===== config.mk =====
export PLATFORM = sky130hd
export DESIGN_NAME = stoch_win
export DESIGN_NICKNAME = d
export VERILOG_FILES = /design/src/hw/rtl/stoch_pkg.sv /design/src/hw/rtl/stoch_win.sv
export SDC_FILE = /design/constraint.sdc
export NUM_CORES = 2
export LEC_CHECK = 0
export ABC_AREA = 0
export BUFFER_PORTS_ARGS = -buffer_cell sky130_fd_sc_hd__buf_2
export CAP_MARGIN = 20
export CORE_AREA = 2 2 527 529
export CTS_BUF_LIST = sky130_fd_sc_hd__clkbuf_2
export CTS_CLUSTER_DIAMETER = 100
export CTS_CLUSTER_SIZE = 8
export DETAILED_ROUTE_END_ITERATION = 12
export DIE_AREA = 0 0 529 531
export HOLD_SLACK_MARGIN = 0.06
export PLACE_DENSITY = 0.76
export SLEW_MARGIN = 20
export SYNTH_ARGS = -nofsm -noshare
export SYNTH_HDL_FRONTEND = slang
export SYNTH_SLANG_ARGS = --single-unit

===== constraint.sdc =====
create_clock -name i_clk -period 10.6 [get_ports i_clk]
set_input_delay 2.65 -clock i_clk [delete_from_list [all_inputs] [get_ports i_clk]]
set_output_delay 2.65 -clock i_clk [all_outputs]
set_load 0.02 [all_outputs]

===== src/hw/rtl/stoch_pkg.sv =====
// Shared types and constants for the stochastic oscillator.
`timescale 1ns / 1ps
`default_nettype none

package stoch_pkg;

    // port widths fixed by the bar and result formats
    localparam int PRICE_W    = 32;
    localparam int PCT_W      = 15;
    localparam int CFG_IDX_W  = 3;
    localparam int CFG_DATA_W = 7;

    localparam logic [PCT_W-1:0] PCT_FULL = 15'd25600;

    // configuration register indexes
    localparam logic [CFG_IDX_W-1:0] CFG_WINDOW_LEN = 3'd0;
    localparam logic [CFG_IDX_W-1:0] CFG_FAST_D_LEN = 3'd1;
    localparam logic [CFG_IDX_W-1:0] CFG_SLOW_K_LEN = 3'd2;
    localparam logic [CFG_IDX_W-1:0] CFG_SLOW_D_LEN = 3'd3;

    // window scan status toward the sequencer
    typedef struct packed {
        logic done;
        logic full;
    } t_win_stat;

endpackage

`default_nettype wire


===== src/hw/rtl/stoch_win.sv =====
// High/low ring memory and serial highest-high / lowest-low scan.
`timescale 1ns / 1ps
`default_nettype none

module stoch_win #(
    parameter int MAX_WINDOW = 64,
    parameter int PW         = 32,
    parameter int WLW        = 7
) (
    input  wire logic          i_clk,
    input  wire logic          i_rst_n,
    input  wire logic          i_start,
    input  wire logic [PW-1:0] i_high,
    input  wire logic [PW-1:0] i_low,
    input  wire logic [WLW-1:0] i_wl,
    output stoch_pkg::t_win_stat o_stat,
    output logic [PW-1:0]      o_hh,
    output logic [PW-1:0]      o_ll
);
    localparam int AW = $clog2(MAX_WINDOW);
    localparam logic [AW-1:0] LAST = AW'(MAX_WINDOW - 1);

    typedef enum logic [0:0] {S_IDLE, S_SCAN} t_state;

    logic [2*PW-1:0] r_mem [MAX_WINDOW];
    logic [2*PW-1:0] r_rd_data;

    t_state          r_state;
    logic [AW-1:0]   r_wp;
    logic [AW-1:0]   r_rp;
    logic [WLW-1:0]  r_left;
    logic [WLW-1:0]  r_bars;
    logic            r_rd_vld;
    logic            r_done;
    logic            r_full;
    logic [PW-1:0]   r_hh;
    logic [PW-1:0]   r_ll;

    logic            w_rd_en;
    logic [WLW-1:0]  w_bars_nx;
    logic [WLW-1:0]  w_used;
    logic [PW-1:0]   w_rd_hi;
    logic [PW-1:0]   w_rd_lo;

    assign w_rd_en   = (r_state == S_SCAN) && (r_left != '0);
    assign w_bars_nx = (r_bars == WLW'(MAX_WINDOW)) ? r_bars : r_bars + 1'b1;
    assign w_used    = (w_bars_nx < i_wl) ? w_bars_nx : i_wl;
    assign w_rd_hi   = r_rd_data[2*PW-1:PW];
    assign w_rd_lo   = r_rd_data[PW-1:0];

    always_ff @(posedge i_clk) begin
        if (i_start) begin
            r_mem[r_wp] <= {i_high, i_low};
        end
        if (w_rd_en) begin
            r_rd_data <= r_mem[r_rp];
        end
    end

    // the new bar seeds the extremes; older bars are read newest first
    always_ff @(posedge i_clk) begin
        if (!i_rst_n) begin
            r_state  <= S_IDLE;
            r_wp     <= '0;
            r_bars   <= '0;
            r_left   <= '0;
            r_rd_vld <= 1'b0;
            r_done   <= 1'b0;
        end else begin
            r_done <= 1'b0;
            case (r_state)
                S_IDLE: begin
                    r_rd_vld <= 1'b0;
                    if (i_start) begin
                        r_wp    <= (r_wp == LAST) ? '0 : r_wp + 1'b1;
                        r_rp    <= (r_wp == '0) ? LAST : r_wp - 1'b1;
                        r_bars  <= w_bars_nx;
                        r_left  <= w_used - 1'b1;
                        r_full  <= w_bars_nx >= i_wl;
                        r_hh    <= i_high;
                        r_ll    <= i_low;
                        r_state <= S_SCAN;
                    end
                end
                S_SCAN: begin
                    r_rd_vld <= w_rd_en;
                    if (w_rd_en) begin
                        r_rp   <= (r_rp == '0) ? LAST : r_rp - 1'b1;
                        r_left <= r_left - 1'b1;
                    end
                    if (r_rd_vld) begin
                        if (w_rd_hi > r_hh) r_hh <= w_rd_hi;
                        if (w_rd_lo < r_ll) r_ll <= w_rd_lo;
                    end
                    if (!w_rd_en && !r_rd_vld) begin
                        r_done  <= 1'b1;
                        r_state <= S_IDLE;
                    end
                end
                default: r_state <= S_IDLE;
            endcase
        end
    end

    assign o_stat.done = r_done;
    assign o_stat.full = r_full;
    assign o_hh        = r_hh;
    assign o_ll        = r_ll;

endmodule

`default_nettype wire


### Yosys cells after proc, flatten, opt, wreduce, memory -nomap -nowiden

Memory sizes are Yosys's and may differ from the RTL's. A register that Yosys moved wholly into a read port is not among the register bits.
Index checks and enable logic that the tools add are counted.

* RAM bits: 4096
* output and inout bits: 66
* ROM bits: 0
* input port bits: 74
* flip-flop bits (word level): 94
* memories kept: 1
* bits in latches: 0

Memories
* r_mem: words 64, bits a word 64, read ports 1, clocked after Yosys merged registers in 1, wr ports 1, line stoch_win.sv:25 `logic [2*PW-1:0] r_mem [MAX_WINDOW];`

* div/mod/pow operators: 0
* shifts and indexed selects: 0
* magnitude comparators: 4
* bitwise gates (word level): 1
* multiply operators: 0
* eq/ne operators: 7
* multiplexer cells: 25
* reductions and logical operators: 14
* add/subtract/negate cells: 6

Operator list (count)
* $mux 32: 6
* $pmux 32 s2: 2
* $gt 32x32->1: 1
* $lt 32x32->1: 1
* $mux 6: 5
* $mux 7: 4
* $pmux 7 s2: 1
* $sub 7x1->7 const B: 2
* $logic_not 6->1: 2
* $pmux 6 s2: 1
* $sub 6x1->6 const B: 2
* $ne 2x1->1 const B: 4
* $reduce_and 4->1: 2
* $add 7x1->7 const B: 1
* $eq 7x7->1 const B: 1
* $ge 7x7->1: 1
* $lt 7x7->1: 1
* $reduce_bool 7->1: 1
* $add 6x1->6 const B: 1
* $eq 6x6->1 const B: 1
* $reduce_and 2->1: 3
* $reduce_and 3->1: 2
* $mux 1: 4
* $pmux 1 s2: 2
* other kinds (4): 6

### Depth between registers and ports, before layout

* depth in word-level cells: 7
* gate-level depth with buffers: 16
* depth with buffers taken out: 16

### Least setup slack after synthesis

No wires, ideal clock.

* kind: input port to flip-flop
* start point: input port i_start
* end point: memory r_mem[48][0] in the netlist's numbering (enable)
* arrival: 9179 ps
* slack: 777 ps
* stages: 3
* setup time: 644 ps
* cells stage by stage: clkbuf_1 -> nand4b_1 -> nor4_1

* cells in the longest elaborated chain, start to end: 2

RTL lines
* start, declared: line stoch_win.sv:12 `input wire logic i_start,`
* $mux 1: line stoch_win.sv:52 `if (i_start) begin`
* $mux 1 (not written as such): line stoch_win.sv:53 `r_mem[r_wp] <= {i_high, i_low};`
* end, declared: line stoch_win.sv:25

No other way between the ends.

### Final worst setup path

* start point: register r_hh[19] (netlist: o_hh[19])
* end point: output port o_hh[19]

RTL lines
* start, declared: line stoch_win.sv:36 `logic [PW-1:0] r_hh;`
* start signal, assigned: line stoch_win.sv:80 `r_hh <= i_high;`
* start signal, assigned: line stoch_win.sv:92 `if (w_rd_hi > r_hh) r_hh <= w_rd_hi;`
* end, declared: line stoch_win.sv:17 `output logic [PW-1:0] o_hh,`

No word-level cell between the ends.

==> results <==
- The critical path is of the reg -> out type.
- The number of buffer cells added on primary ports is 139.
- Once placement finished, the instance area stood at 170000 sq um.
- The total buffers and inverters traversed by the critical path is 1.
- The detailed router's first-iteration violation count is 15700.
- The aggregate global-route resource usage is 33.1%.
- The H-tree depth reported by CTS is 6.
- The number of enable flip-flop cells after synthesis is 4231.
- Of all flip-flops after synthesis, the portion carrying an async set or reset was 0%.
- The via count of the first global-routing pass came to 83400.
- The worst path uses 55.1% of the clock period.
- The HPWL after detailed placement is 266 mm.
- After synthesis the cells add up to 165000 sq um.
- The critical path goes through buf_2.
- After routing the design area is 174000 sq um.
- The final routed wire length divided by cell count is 39.4 um.
- Setup repair after global routing left no endpoint under its margin.
- The count of different cell masters after synthesis is 68.
- The critical path capture point is o_hh[19].
- In this run the most critical hold path is launched from r_rd_vld.
- The capturing point of the worst reg2reg path is r_rd_data[32].
- The core area is 275000 sq um.
- After technology mapping, the gate count stands at 7485.
- The number of nets in the finished design is 8218.
- The share of the Yosys chip area taken by registers is 77.5%.
- The sum of negative setup slack is 0 ps.
- The run finished with clean final reports.
- The number of warning messages in the yosys log is 0.
- The row count is 193.
- The maximum number of pins on one net before global-route repair is 121.
- The worst register-to-register path has a depth of 7.
- The cell at the slowest stage of the critical path is edfxtp_1.
- The total wirelength of the detailed-routed design is 464 mm.
- Clock tree synthesis inserted a total of 603 buffers.
- For this run, the leading register cell type out of synthesis is edfxtp_1.
- Compared with the post-synthesis result, the final layout area differs by 5.81%.
- Using the TritonRoute via totals, the vias-per-cell ratio works out to 7.26.
- The starting density of the core is 59.8%.
- The count of final hold-check violations is 0.
- The design draws 29100 uW.
- Counting every sink on the clock net gives 4254.
- The kind of cell with the highest combined delay along the critical path is flip-flops.
- The number of gates resized after CTS is 0.
- The setup check on the worst reg-to-reg path leaves a slack of 5850 ps.
- For this run, the top clock speed supported by timing is 171 MHz.
- The number of maximum-capacitance violations is 0.
- Counting every net in the synthesized netlist gives 7637.
- The worst-case IR drop observed on VDD is 0.000111 V.
- Dividing the synthesized area by the synthesized cell count gives 22.0 sq um.
- After clock tree synthesis, the clock-pin slew on the worst setup and hold paths is 160 ps.
- Summing over every cut layer, the via total after detailed routing is 85600.
- The overall die area is 281000 sq um.
- For this run, design rule violations remaining after detail routing come to 0.
- The worst stage delay on the critical path is 700 ps.
- Once the clock tree was built, the setup fixing pass inserted 0 buffers.
- The classification of the worst-slack hold path is reg -> reg.
- The global-route wire length before repair is 641 mm.
- The reg-to-reg startpoint is r_rp[1].
- In this run the number of cells on the critical path is 1.
- The cell sitting at the root of the clock tree is a clkbuf_2.
- Once detail routing completed, the nets flagged for antenna violations numbered 0.
- The later pin in the worst-skew pair is clocked with a latency of 2250 ps.
- For this run the aggregate overflow at the end of global routing stands at 0.
- The clock tree from TritonCTS is done.
- The number of hold buffers added after CTS was 0.
- The floorplan step set the die height to 531 um.
- The initial antenna violation count came to 49.
- The routability congestion estimate is 0.920.
- The first element of the critical path is o_hh[19].
- The worst setup path is launched from a flop.
- The type of destination of the critical path is an output port.
- The first detailed-routing pass took 7 iterations.
- The number of inserted filler cells in the final layout is 18100.
- The worst pin sits at a relative slew slack of 16.0%.
- The boundary pin count is 140.
- After synthesis the netlist holds a flip-flop and latch count of 4254.
- The number of pins with negative max-slew slack in the final report is 0.
- For the worst setup path, the data required time is 7950 ps.
- Between clock sinks in the finished design, the worst skew comes to 171 ps.
- The slew at the pin with the worst max-slew slack is 1250 ps.
- Setup violations remaining at the end of the flow were counted as 0.
- The power per cell area is 167 nW/um^2.
- Of all nets on the critical path, the largest fanout is 2.
- STA puts the critical path data arrival time at 3190 ps.
- The floorplan step set the die width to 529 um.
- The number of buffers between clock root and the deepest sink is 4.
- The post-route netlist has 26.7% of its cells at a drive strength greater than 1.
- For this design the static power due to leakage is 0.0556 uW.
- Counting I/O delays and the setup requirement, the final critical path takes 5840 ps.
## placed cells by master, fill, tap and decap left out, types with 23 or more instances in the layout
cell type,n
buf_2,135
nand3_1,25
mux2i_1,424
o221ai_1,190
buf_4,228
nor3_1,72
o21ai_0,143
buf_12,23
inv_1,82
nand2_1,135
nor2_1,58
o22ai_1,153
mux4_2,935
ha_1,78
a21oi_1,115
a211oi_1,58
edfxtp_1,4231
a21o_1,23
mux2_2,65
diode_2,28
clkbuf_2,635
nor2_4,60
## how the worst min path moves through the flow
stage,endpoint,slack [ps],depth (start not counted)
after CTS,r_done,480,1
final,r_done,480,1
after floorplan,r_done,420,1
after detailed placement,r_done,440,1
after global placement,r_done,440,1
after global routing,r_done,500,1
## flip-flops by register name, summed over array words and instances (netlist names)
name       flops
r_rp           6
r_rd_vld       1
r_mem       4096
r_done         1
o_ll          32
r_wp           6
r_left         7
r_state        1
r_rd_data     64
r_full         1
r_bars         7
o_hh          32
## report_power, final
group | total (uW) | internal [uW] | switching, uW
Combinational | 3110 | 1090 | 2010
Clock | 7260 | 1890 | 5360
Sequential | 18800 | 18600 | 125
## cells in the mapped netlist, types with 5 or more instances
library cell / instances / area [sq um]
a211oi_1: 59 / 443
a21boi_0: 7 / 52.6
a21o_1: 23 / 173
a21oi_1: 117 / 586
a22oi_1: 10 / 75.1
a31oi_1: 21 / 131
and2_1: 9 / 56.3
buf_1: 45 / 169
buf_2: 75 / 375
buf_4: 31 / 233
buf_6: 77 / 867
clkbuf_1: 183 / 687
dfxtp_1: 23 / 460
edfxtp_1: 4231 / 127000
ha_1: 78 / 976
inv_1: 85 / 319
mux2_2: 65 / 732
mux2i_1: 424 / 4240
mux4_2: 935 / 21100
nand2_1: 139 / 522
nand2b_1: 6 / 37.5
nand3_1: 25 / 125
nand4_1: 19 / 119
nor2_1: 122 / 458
nor2b_1: 5 / 31.3
nor3_1: 75 / 375
o21ai_0: 143 / 716
o221ai_1: 190 / 1660
o22ai_1: 153 / 957
o311ai_0: 5 / 43.8
o31ai_1: 6 / 45.0
or3_1: 9 / 56.3
xnor2_1: 16 / 140
xor2_1: 7 / 61.3
## final cells by class
type	instances	area (sq um)	area share, %
diodes	28	70.1	0.0402
well taps	3607	4510	2.59
repair buffers	391	2950	1.70
clock inverters	56	672	0.386
multi-input cells	2728	34900	20.1
clock buffers	635	3180	1.82
flip-flops and latches	4254	128000	73.2
inverters	88	358	0.205
## metrics by stage
step | hold slack (ps) | cells | setup slack (ps) | utilization (%)
final | 478 | 11800 | 4760 | 63.3
after detailed placement | 444 | 11100 | 4530 | 61.8
after global routing | 497 | 11800 | 4690 | 63.3
after floorplan | 415 | 7485 | 777 | -
after CTS | 478 | 11800 | 4640 | 63.2
after global placement | 445 | 11100 | 4580 | 61.8
## metal layers
| layer | routed length [um] | up-vias | GRT usage, % |
|---|---|---|---|
| li1 | - | 32800 | - |
| met1 | 155000 | 44200 | 44.1 |
| met2 | 213000 | 7384 | 49.4 |
| met3 | 66800 | 1207 | 10.1 |
| met4 | 28800 | 16 | 18.0 |
| met5 | 189 | - | 0 |
## cell families after synthesis
group	Yosys count	share of synthesized area [%]
multiplexers	1424	15.8
AO/OA/AOI/OAI	773	3.18
flip-flops	4254	77.5
AND/OR/NAND/NOR	430	1.19
XOR/XNOR	23	0.122
adder cells (fa/ha/maj)	78	0.593
buffers and inverters	503	1.66
Power figures use the tool's default switching activity.
