$ cat src/hw/rtl/stoch_pkg.sv
// Shared types and constants for the stochastic oscillator.
`timescale 1ns / 1ps
`default_nettype none

package stoch_pkg;

    // port widths fixed by the bar and result formats
    localparam int PRICE_W    = 32;
    localparam int PCT_W      = 15;
    localparam int CFG_IDX_W  = 3;
    localparam int CFG_DATA_W = 7;

    localparam logic [PCT_W-1:0] PCT_FULL = 15'd25600;

    // configuration register indexes
    localparam logic [CFG_IDX_W-1:0] CFG_WINDOW_LEN = 3'd0;
    localparam logic [CFG_IDX_W-1:0] CFG_FAST_D_LEN = 3'd1;
    localparam logic [CFG_IDX_W-1:0] CFG_SLOW_K_LEN = 3'd2;
    localparam logic [CFG_IDX_W-1:0] CFG_SLOW_D_LEN = 3'd3;

    // window scan status toward the sequencer
    typedef struct packed {
        logic done;
        logic full;
    } t_win_stat;

endpackage

`default_nettype wire

$ cat src/hw/rtl/stoch_div.sv
// Shared restoring divider, one quotient bit per cycle, 15-bit quotient.
`timescale 1ns / 1ps
`default_nettype none

module stoch_div #(
    parameter int DEN_W = 32,
    parameter int NUM_W = DEN_W + stoch_pkg::PCT_W
) (
    input  wire logic             i_clk,
    input  wire logic             i_rst_n,
    input  wire logic             i_start,
    input  wire logic [NUM_W-1:0] i_num,
    input  wire logic [DEN_W-1:0] i_den,
    output logic                  o_done,
    output logic [stoch_pkg::PCT_W-1:0] o_quo
);
    localparam int QW = stoch_pkg::PCT_W;
    localparam int CW = $clog2(QW);

    // caller guarantees i_num < i_den * 2**QW, so the top part starts below i_den
    logic [DEN_W-1:0] r_rem;
    logic [DEN_W-1:0] r_den;
    logic [QW-1:0]    r_low;
    logic [QW-1:0]    r_quo;
    logic [CW-1:0]    r_cnt;
    logic             r_busy;
    logic             r_done;

    logic [DEN_W:0]   w_trial;
    logic             w_ge;
    logic [DEN_W:0]   w_diff;

    assign w_trial = {r_rem, r_low[QW-1]};
    assign w_ge    = w_trial >= {1'b0, r_den};
    assign w_diff  = w_trial - {1'b0, r_den};

    always_ff @(posedge i_clk) begin
        if (!i_rst_n) begin
            r_busy <= 1'b0;
            r_done <= 1'b0;
            r_cnt  <= '0;
        end else begin
            r_done <= 1'b0;
            if (i_start) begin
                r_rem  <= i_num[NUM_W-1:QW];
                r_low  <= i_num[QW-1:0];
                r_den  <= i_den;
                r_cnt  <= '0;
                r_busy <= 1'b1;
            end else if (r_busy) begin
                r_rem <= w_ge ? w_diff[DEN_W-1:0] : w_trial[DEN_W-1:0];
                r_low <= {r_low[QW-2:0], 1'b0};
                r_quo <= {r_quo[QW-2:0], w_ge};
                r_cnt <= r_cnt + 1'b1;
                if (r_cnt == CW'(QW - 1)) begin
                    r_busy <= 1'b0;
                    r_done <= 1'b1;
                end
            end
        end
    end

    assign o_done = r_done;
    assign o_quo  = r_quo;

endmodule

`default_nettype wire

$ cat config.mk
export PLATFORM = sky130hd
export DESIGN_NAME = stoch_div
export DESIGN_NICKNAME = d
export VERILOG_FILES = /design/src/hw/rtl/stoch_pkg.sv /design/src/hw/rtl/stoch_div.sv
export SDC_FILE = /design/constraint.sdc
export NUM_CORES = 1
export LEC_CHECK = 0
export BUFFER_PORTS_ARGS = -buffer_cell sky130_fd_sc_hd__buf_2
export CAP_MARGIN = 20
export CORE_ASPECT_RATIO = 1.75
export CORE_MARGIN = 2
export CORE_UTILIZATION = 45
export DETAILED_ROUTE_END_ITERATION = 10
export PLACE_DENSITY = 0.66
export SLEW_MARGIN = 5
export SYNTH_ARGS = -nofsm -noshare
export SYNTH_HDL_FRONTEND = slang
export SYNTH_SLANG_ARGS = --single-unit
$ cat constraint.sdc
create_clock -name i_clk -period 3.68 [get_ports i_clk]
set_input_delay 0.552 -clock i_clk [delete_from_list [all_inputs] [get_ports i_clk]]
set_output_delay 0.552 -clock i_clk [all_outputs]
set_load 0.005 [all_outputs]
# Yosys cells after proc, flatten, opt, wreduce, memory -nomap -nowiden
# Cells that the tools add are included.
# W data, S select, Z words.
# word_totals
in_bits,82
regBits,100
output_inout_bits,16
word_cells,29
# classes
add_sub_neg,2
n_lt_le_gt_ge,1
n_reduce_logical,6
eq_ne,1
n_mux,9
bitwise,3
# op_table
cell,n
$mux W32,3
$ge A33 B32 Y1,1
$sub A32 B32 Y32,1
$mux W15,2
$add A4 B1 Y4 const B,1
$eq A4 B4 Y1 const B,1
$mux W1,4
$reduce_and A2 Y1,2
$not A1 Y1,3
$reduce_and A3 Y1,1
$reduce_or A3 Y1,1
$reduce_bool A2 Y1,1
$reduce_or A2 Y1,1

# Depth between registers and ports, before layout
# Gate-level depths: netlist (run 1).
# depth
depth_word,4
ltp_mapped,13

# Worst setup path before layout (run 1)
# OpenSTA, ideal clock, no wires.
# synth_path
path_type,register to register
startpoint,register r_low[14]
endpoint,"register r_rem[22], data pin"
arrival_time_ns,2.558
setup_time_ns,0.261
path_buffers,0
synth_period_minus_slack_ns,2.819
path_stages_with_launch,13
slack_ns,0.861
cell_sequence,edfxtp_1 inv_1 ha_1 inv_1 fa_1 a21o_1 a311oi_2 o31ai_2 a211oi_2 a31oi_1 xnor2_1 nor3_1 a221o_1
# synth_via
elab_chain_cells,4
elab_cells_between_ends,5
classes_between,add/sub: 1; order compare: 1; mux: 3
# synth_lines
item,line_no,text
from (decl),stoch_div.sv:23,logic [QW-1:0] r_low;
from (signal assigned),stoch_div.sv:46,r_low <= i_num[QW-1:0];
from (signal assigned),stoch_div.sv:52,"r_low <= {r_low[QW-2:0], 1'b0};"
$sub A32 B32 Y32 / $ge A33 B32 Y1 (equally long branches),"stoch_div.sv:35, stoch_div.sv:34",
$mux W32 *,stoch_div.sv:51,r_rem <= w_ge ? w_diff[DEN_W-1:0] : w_trial[DEN_W-1:0];
$mux W32 *,stoch_div.sv:50,end else if (r_busy) begin
$mux W32 *,stoch_div.sv:44,if (i_start) begin
to (signal assigned),stoch_div.sv:45,r_rem <= i_num[NUM_W-1:QW];
to (signal assigned),stoch_div.sv:51,
to (decl),stoch_div.sv:21,logic [DEN_W-1:0] r_rem;
# Every way passes the cells marked *; elsewhere a longest branch is shown, timed or not. The select of a mux whose other input is x is not followed.
# A chain may end at the register's enable or synchronous reset.

# Worst setup path in the final report (run 1)
# Ends and elaborated chain as after synthesis.

==> results of run 1 <==
## per-stage QoR
step | instance area, um^2 | setup slack (ns)
final | 6800 | 0.361
after global routing | 6800 | 0.170
after CTS | 6790 | 0.353
after detailed placement | 6520 | 0.391
after global placement | 6520 | 0.446
after floorplan | 5880 | 0.861
## layout make-up
type / count / share of cell area
Sequential cell: 100 / 0.433
Multi-Input combinational cell: 364 / 0.389
Timing Repair Buffer: 108 / 0.0839
Clock buffer: 10 / 0.0337
Tap cell: 171 / 0.0315
Inverter: 40 / 0.0221
Clock inverter: 6 / 0.00681
## power by group through the flow
| stage | clock, mW | combinational (mW) | sequential (mW) |
|---|---|---|---|
| detailed placement | 0 | 0.790 | 1.41 |
| floorplan | 0 | 0.591 | 1.40 |
| global placement | 0 | 0.777 | 1.41 |
| finish | 0.900 | 0.795 | 1.39 |
| CTS | 0.922 | 0.795 | 1.39 |
| global route | 0.970 | 0.883 | 1.40 |
## worst max path at each step
stage	from	end	slack, ns	cells past startpoint
floorplan	r_low[14]	r_rem[22]	0.86	12
global placement	r_low[14]	r_rem[22]	0.45	12
detailed placement	r_low[14]	r_rem[22]	0.39	12
CTS	r_low[14]	r_rem[22]	0.35	12
global route	r_low[14]	r_rem[26]	0.17	12
finish	r_low[14]	r_rem[22]	0.36	12
## worst register-to-register path, stage by stage (launching register included)
cell      delay (ns)
edfxtp_1        0.38
inv_1           0.12
ha_1            0.18
inv_1           0.05
fa_1            0.41
a21o_1          0.23
a311oi_2        0.44
o31ai_2         0.17
a211oi_2        0.32
a31oi_1         0.24
xnor2_1         0.19
nor3_1          0.06
a221o_1         0.27
## metal layers
layer,track usage,wire length [um],up-vias,part of all wire
met5,0,0,-,0
met1,0.223,5210,2101,0.38
met4,0.0872,483,0,0.035
met3,0.0397,557,25,0.041
li1,-,-,2174,-
met2,0.371,7440,140,0.54
## synth_stat cells, drive strengths merged, types with 2 or more instances
library cell,number,area (um^2)
nand3,8,40.0
nand2b,5,31.3
a21boi,2,15.0
o21ai,22,110
nor3,14,80.1
a2bb2oi,2,23.8
buf,16,101
o31ai,7,62.6
o311ai,17,149
and2,3,18.8
nor4,2,12.5
o31a,2,17.5
o211ai,4,30.0
ha,34,425
nand3b,23,173
nand4,11,75.1
a221o,4,40.0
a31oi,8,50.1
mux2i,3,30.0
dfxtp,6,120
a22oi,3,22.5
nor2,22,82.6
xor2,16,140
edfxtp,94,2820
and3,3,18.8
nand2,41,156
clkbuf,12,45.0
o21a,6,45.0
inv,40,150
nor2b,10,62.6
a311oi,2,23.8
a211oi,6,55.1
a21o,14,105
o21bai,3,22.5
a21oi,30,154
xnor2,14,123
mux2,15,169
## logic make-up (layout without fill, tap and decap cells)
kind of cell             after synthesis  after routing  share of synthesized area
AO/OA/AOI/OAI                        136            136                      0.164
AND/OR/NAND/NOR                      145            145                      0.131
XOR/XNOR                              30             30                     0.0447
buffers and inverters                 68            164                     0.0504
multiplexers                          18             18                     0.0338
flip-flops                           100            100                      0.500
adder cells (fa/ha/maj)               35             35                     0.0757
## flip-flops by register name, indices dropped and copies added (netlist names)
register and count:
r_busy 1, r_den 32, o_done 1, r_low 15, r_rem 32, r_cnt 4
o_quo 15
## cell usage in the layout (no fill, tap or decap), types with 3 or more instances in the layout
cell type	instances
nand3b_1	23
a22oi_1	3
nand3_1	8
ha_1	34
and3_1	3
o21ai_0	19
buf_4	12
dfxtp_1	6
a211oi_1	4
a31oi_1	8
buf_2	96
a21oi_1	29
and2_1	3
o211ai_1	4
xnor2_1	14
edfxtp_1	94
nand2_1	40
nor2b_1	10
a21o_1	14
o31ai_1	5
inv_1	39
nor3_1	12
nand4_1	10
mux2_2	15
o21ai_1	3
nand2b_1	5
o311ai_1	17
o21a_1	4
a221o_1	4
mux2i_1	3
xor2_1	16
o21bai_1	3
clkbuf_16	9
nor2_1	22
==> results.ini, run 1 <==
[critical_path]
cp_top_family = compound AO/OA/AOI/OAI gates
r2r-start = r_low[14]
worst_path_max_delay_cell = a311oi_2
path_cells = inv_1, ha_1, inv_1, fa_1, a21o_1, a311oi_2, o31ai_2, a211oi_2, a31oi_1, xnor2_1, nor3_1, a221o_1
r2r_slack_ns = 0.36
path_max_fanout = 4
cp_common_cell = inv_1
worstSetupEndpointType = register
crit_required_ns = 3.78
r2r-end = r_rem[22]
slowest_delay_ns = 0.44
cp-start-kind = register
worstPathArrival_ns = 3.42
critical_path_buf_inv_count = 2
worstRegToRegCells = 12
worstSetupPathType = reg2reg

[floorplanning]
die_w_um = 90.4
initial_core_util = 0.457
core_um2 = 12900
dieHeight_um = 155
core.rowCount = 55
die_area_um2 = 14000
pin_count = 98

[outcome]
status = finished, final reports clean

[global_routing]
track_usage = 0.201
grt_pass1_vias = 4512
antenna_found_initial = 0
grt_pass1_wl_um = 22300
grt_max_degree = 58
overflow = 0

[power]
intPower_mw = 2.15
leakage_nw = 2.72
clock_power_share = 0.292
combPwrFrac = 0.258
finalPower_mw = 3.08
vdd_drop_max_mv = 0.232
powerDensity_nw_per_um2 = 453
pwr-share-seq = 0.450
p_switching_uw = 933
swShare = 0.303

[layout]
fillerInstances = 1187
diodes = 0
num-nets-final = 740
drive_gt1_frac = 0.244
area_delta_synth_final_pct = 15.6
stdcell_count = 799
seq_area_um2 = 2940
utilization = 0.528
multi_input_area_um2 = 2650

[route]
dr.pass1.iters = 4
dr_total_vias = 4440
routed_wl_um = 13700
antenna_left = 0
dr.first_iter.drc_count = 198
drc = 0
via_per_inst = 5.56
wl_per_cell_um = 17.1

[yosys]
synthFlopType = edfxtp_1
yosysUniqueCellTypes = 57
synth-seq-area-share = 0.500
syn-num-nets = 649
syn_area_um2 = 5880
synth_edf_count = 94
synth_cells = 532
ys_async_sr_fraction = 0
ys_ff_latch = 100
synth-warning-count = 0
syn_area_per_cell_um2 = 11.1

[sta]
post-route-period-util = 0.902
max_freq_mhz = 301
slew_headroom = 0.598
grt_setup_unrepaired = no
tns_ns = 0
holdWs_ns = 0.371
tightest_slew_ns = 0.603
setup_viol = 0
hold_violations = 0
skew_ns = 0.0121
period_needed_ns = 3.32
maxSlewViolCount = 0

[clock_network]
cts_resized = 0
insertion_delay_ns = 0.35
tritoncts = yes
ctsHtreeMaxLevel = 3
numCtsBuffers = 9
cts_root_buf = clkbuf_16
clk_path_buf_depth = 2
clkTransAtPathRegs_ns = 0.08
postCtsSetupBuffers = 0
cts.sinks = 100
cts_hold_buffers = 0

[placed_design]
routabilityCongestion = 0.880
placed_cells = 782
io_buffers = 97
dp_hpwl_um = 10500

[hold_path]
hold_end = r_den[2]
whs_path_depth = 1
hp-start = i_den[2]
hp-class = in2reg

[flow_run]
drv_cap = 0

(Power assumes the default switching activity.)
==> run 2, diff against run 1 <==
Settings changed: PLACE_DENSITY 0.66 to 0.74.
==> results.ini, run 2 (synthesis results as in run 1) <==
[critical_path]
worstPathArrival_ns = 3.36  ; -0.06 ns
worstSetupPathType = reg2reg
r2r_slack_ns = 0.41  ; +0.05 ns
worstSetupEndpointType = register
cp-start-kind = register
crit_required_ns = 3.76  ; -0.02 ns
path_max_fanout = 22  ; +18

[clock_network]
clkTransAtPathRegs_ns = 0.07  ; about the same
cts.sinks = 100  ; unchanged
ctsHtreeMaxLevel = 3  ; unchanged
cts_hold_buffers = 0  ; unchanged
numCtsBuffers = 9  ; unchanged
clk_path_buf_depth = 2  ; unchanged
insertion_delay_ns = 0.35  ; about the same
cts_root_buf = clkbuf_16
cts_resized = 0  ; unchanged
tritoncts = yes
postCtsSetupBuffers = 0  ; unchanged

[floorplanning]
die_area_um2 = 14000  ; unchanged
core_um2 = 12900  ; unchanged
core.rowCount = 55  ; unchanged
dieHeight_um = 155  ; unchanged
die_w_um = 90.4  ; unchanged
initial_core_util = 0.457  ; unchanged
pin_count = 98  ; unchanged

[layout]
diodes = 0  ; unchanged
stdcell_count = 798  ; -0.13%
mostFrequentLayoutCells = buf_2, edfxtp_1, nand2_1
drive_gt1_frac = 0.242  ; -0.00121
final_area_um2 = 6840  ; +0.55%
area_delta_synth_final_pct = 16.2
utilization = 0.531  ; +0.00292
reg_top3 = r_den (32), r_rem (32)
mostFrequentLayoutCell = buf_2
num-nets-final = 739  ; -0.14%

[route]
dr_total_vias = 4413  ; -0.61%
wl_per_cell_um = 17.0  ; -0.60%
via_per_inst = 5.53  ; -0.48%
antenna_left = 0  ; unchanged
drc = 0  ; unchanged
dr.first_iter.drc_count = 205  ; +3.5%
dr.pass1.iters = 4  ; unchanged
routed_wl_um = 13600  ; -0.72%

[placed_design]
routabilityCongestion = 0.891  ; +1.2%
pre_cts_ws_ns = 0.411  ; +0.0204 ns
dp_hpwl_um = 10200  ; -3.6%
placed_cell_area_um2 = 6510  ; about the same
placed_cells = 782  ; unchanged
io_buffers = 97  ; unchanged

[global_routing]
grt_pass1_wl_um = 21600  ; -3.6%
grt_max_degree = 63  ; +8.6%
track_usage = 0.194  ; -0.00665
overflow = 0  ; unchanged
grt_pass1_vias = 4549  ; +0.82%
antenna_found_initial = 0  ; unchanged

[power]
vdd_drop_max_mv = 0.263  ; +13%
finalPower_mw = 3.21  ; +4.2%
leakage_nw = 2.73  ; +0.33%
powerDensity_nw_per_um2 = 469  ; +3.6%

[sta]
grt_setup_unrepaired = no
hold_violations = 0  ; unchanged
holdWs_ns = 0.370  ; -0.000704 ns
post-route-period-util = 0.889  ; -0.0126
skew_ns = 0.0101  ; -0.00201 ns
setup_slack_ns = 0.407  ; +0.0465 ns
period_needed_ns = 3.27  ; -0.0465 ns
tightest_slew_ns = 0.645  ; +0.0422 ns
setup_viol = 0  ; unchanged
maxSlewViolCount = 0  ; unchanged
max_freq_mhz = 306  ; +1.4%
slew_headroom = 0.570  ; -0.0282
tns_ns = 0  ; unchanged

[flow_run]
drv_cap = 0  ; unchanged

[outcome]
status = finished, final reports clean

[hold_path]
hp-class = in2reg

run 2: worst max-delay path, stage by stage (launching register included):
cell and delay (ns):
edfxtp_1 0.39, ha_1 0.42, a21oi_1 0.26, o21a_1 0.17, a2bb2oi_1 0.23, nand4b_1 0.14, o31ai_2 0.28, o21a_2 0.55
inv_2 0.10, nand2b_1 0.29, o211ai_1 0.16
run 2: layout make-up:
cell class	count	area, um^2
tap	171	214
clock inverter	6	93.8
timing repair buffer	107	561
fill	1141	6030
inverter	40	150
sequential	100	2940
clock buffer	10	229
multi-input combinational	364	2650
run 2: path summary, 6_finish.rpt:
path                            cells past startpoint         to       from
worst min register to register                      0  o_quo[12]  o_quo[11]
worst max register to register                     10  r_rem[15]  r_rem[19]
worst min-delay path                                1   r_den[8]   i_den[8]
worst max-delay path                               10  r_rem[15]  r_rem[19]
run 2: power by group:
group	internal [mW]	switching (mW)	total, mW
sequential	1.35	0.0370	1.39
clock	0.602	0.429	1.03
combinational	0.330	0.461	0.791
total	2.28	0.927	3.21
run 2: per-layer routing:
metal,track usage,vias up,part of all wire
met3,0.0402,21,0.034
li1,-,2175,-
met4,0.0674,0,0.019
met1,0.218,2115,0.40
met2,0.363,102,0.54
met5,0,-,0
==> run 3, diff against run 2 <==
Settings changed: ABC_AREA set to 1, CORE_MARGIN 2 to 8, PLACE_DENSITY 0.74 to 0.73.
==> results.ini, run 3 <==
[hold_path]
hp-class = in2reg

[sta]
max_freq_mhz = 375  ; +23%
slew_headroom = 0.426  ; -0.144
post-route-period-util = 0.724  ; -0.166
skew_ns = 0.0103  ; +0.000194 ns
maxSlewViolCount = 0  ; unchanged
hold_violations = 0  ; unchanged
setup_slack_ns = 1.02  ; +0.609 ns
tightest_slew_ns = 0.858  ; +0.213 ns
setup_viol = 0  ; unchanged
tns_ns = 0  ; unchanged
grt_setup_unrepaired = no
period_needed_ns = 2.66  ; -0.609 ns
holdWs_ns = 0.375  ; +0.00402 ns

[yosys]
synthMostInstantiatedCell = nand2_1
synth_top_area_frac = 0.410  ; -0.0703
syn_area_per_cell_um2 = 7.41  ; -33%
synth_cells = 930  ; +75%
synth_common_cells = nand2_1, inv_1, edfxtp_1, nand3_1, nor2_1
syn-num-nets = 1047  ; +61%
syn_area_um2 = 6890  ; +17%
synth_edf_count = 94  ; unchanged
synthFlopType = edfxtp_1
synth-warning-count = 0  ; unchanged
synth-seq-area-share = 0.427  ; -0.0733
synth_top_area_cell = edfxtp_1
synth_area_leaders = edfxtp_1, nand2_1, inv_1, ha_1, nand3_1
ys_ff_latch = 100  ; unchanged
yosysUniqueCellTypes = 36  ; -37%
ys_async_sr_fraction = 0  ; unchanged

[floorplanning]
die_w_um = 110  ; +21%
initial_core_util = 0.455  ; -0.00263
core.rowCount = 60  ; +9.1%
die_area_um2 = 19700  ; +40%
pin_count = 98  ; unchanged
dieHeight_um = 180  ; +16%
core_um2 = 15200  ; +18%

[power]
combPwrFrac = 0.317  ; +0.071
swShare = 0.344  ; +0.0549
leakage_nw = 4.13  ; +51%
finalPower_mw = 3.50  ; +9.1%
powerDensity_nw_per_um2 = 446  ; -5.1%
p_switching_mw = 1.20  ; +30%
intPower_mw = 2.30  ; +0.72%
clock_power_share = 0.280  ; -0.041
pwr-share-seq = 0.403  ; -0.029
vdd_drop_max_mv = 0.233  ; -11%

[global_routing]
track_usage = 0.190  ; -0.00443
grt_pass1_vias = 6213  ; +37%
grt_pass1_wl_um = 29600  ; +37%
antenna_found_initial = 0  ; unchanged
overflow = 0  ; unchanged
grt_max_degree = 35  ; -44%

[clock_network]
ctsHtreeMaxLevel = 3  ; unchanged
tritoncts = yes
clk_path_buf_depth = 2  ; unchanged
clkTransAtPathRegs_ns = 0.08  ; about the same
cts_hold_buffers = 0  ; unchanged
cts_resized = 0  ; unchanged
postCtsSetupBuffers = 0  ; unchanged
cts.sinks = 100  ; unchanged
insertion_delay_ns = 0.35  ; about the same
cts_root_buf = clkbuf_16
numCtsBuffers = 9  ; unchanged

[outcome]
status = finished, final reports clean

[layout]
utilization = 0.518  ; -0.0130
mostFrequentLayoutCells = nand2_1, inv_1, buf_2
area_delta_synth_final_pct = 14.0
mostFrequentLayoutCell = nand2_1
final_area_um2 = 7860  ; +15%
drive_gt1_frac = 0.144  ; -0.0987
stdcell_count = 1216  ; +52%
reg_top3 = r_den (32), r_rem (32)
num-nets-final = 1142  ; +55%
diodes = 0  ; unchanged

[flow_run]
drv_cap = 0  ; unchanged

[critical_path]
worstSetupPathType = reg2reg
worstPathArrival_ns = 2.77  ; -0.59 ns
worstSetupEndpointType = register
path_max_fanout = 33  ; +50%
cp-start-kind = register
crit_required_ns = 3.79  ; +0.03 ns

[route]
antenna_left = 0  ; unchanged
dr.first_iter.drc_count = 252  ; +23%
routed_wl_um = 18000  ; +32%
via_per_inst = 4.81  ; -13%
dr_total_vias = 5845  ; +32%
dr.pass1.iters = 4  ; unchanged
drc = 0  ; unchanged
wl_per_cell_um = 14.8  ; -13%

[placed_design]
routabilityCongestion = 0.953  ; +7.0%
dp_hpwl_um = 14100  ; +39%
placed_cell_area_um2 = 7530  ; +16%
placed_cells = 1199  ; +53%
io_buffers = 97  ; unchanged
pre_cts_ws_ns = 0.945  ; +0.534 ns

[run 3: final cells by class]
cell class | count | area, um^2
fillers | 1533 | 7310
well taps | 186 | 233
inverters | 172 | 646
repair buffers | 104 | 558
flip-flops and latches | 100 | 2940
clock inverters | 4 | 37.5
clock buffers | 12 | 268
multi-input cells | 638 | 3170
[run 3: worst max-delay path, cell delays in order (launching register included)]
cell and delay [ns]:
edfxtp_1 0.41, ha_1 0.37, nand2_1 0.12, nor2_1 0.21
nand3_1 0.12, nand3_2 0.14, nand2_2 0.08, nand2_2 0.10
nand2_4 0.26, nand2_8 0.33, nand3_1 0.13, nand2_1 0.08
nand2_1 0.04
[run 3: cell families after synthesis]
family / synth area share
simple gates: 0.355
buf+inv: 0.113
fa+ha+maj: 0.0646
compound gates: 0.0216
flops: 0.427
xor+xnor: 0.0191
[run 3: final timing paths]
kind / from / end / slack, ns / depth (start not counted)
max reg2reg: r_rem[7] / r_rem[26] / 1.02 / 12
max: r_rem[7] / r_rem[26] / 1.02 / 12
min reg2reg: o_quo[6] / o_quo[7] / 0.44 / 0
min: i_den[2] / r_den[2] / 0.37 / 1
[run 3: power groups by stage]
stage          registers, mW  logic, mW  clock network (mW)
6_report                1.41       1.11               0.982
5_1_grt                 1.42       1.27                1.03
4_1_cts                 1.41       1.11               0.997
3_5_place_dp            1.43       1.11                   0
3_3_place_gp            1.43       1.09                   0
2_1_floorplan           1.42      0.841                   0
[run 3: routing by layer]
metal,share of wire,track usage
met1,0.38,0.194
met2,0.56,0.351
met3,0.029,0.0319
met4,0.036,0.0957
met5,0,0
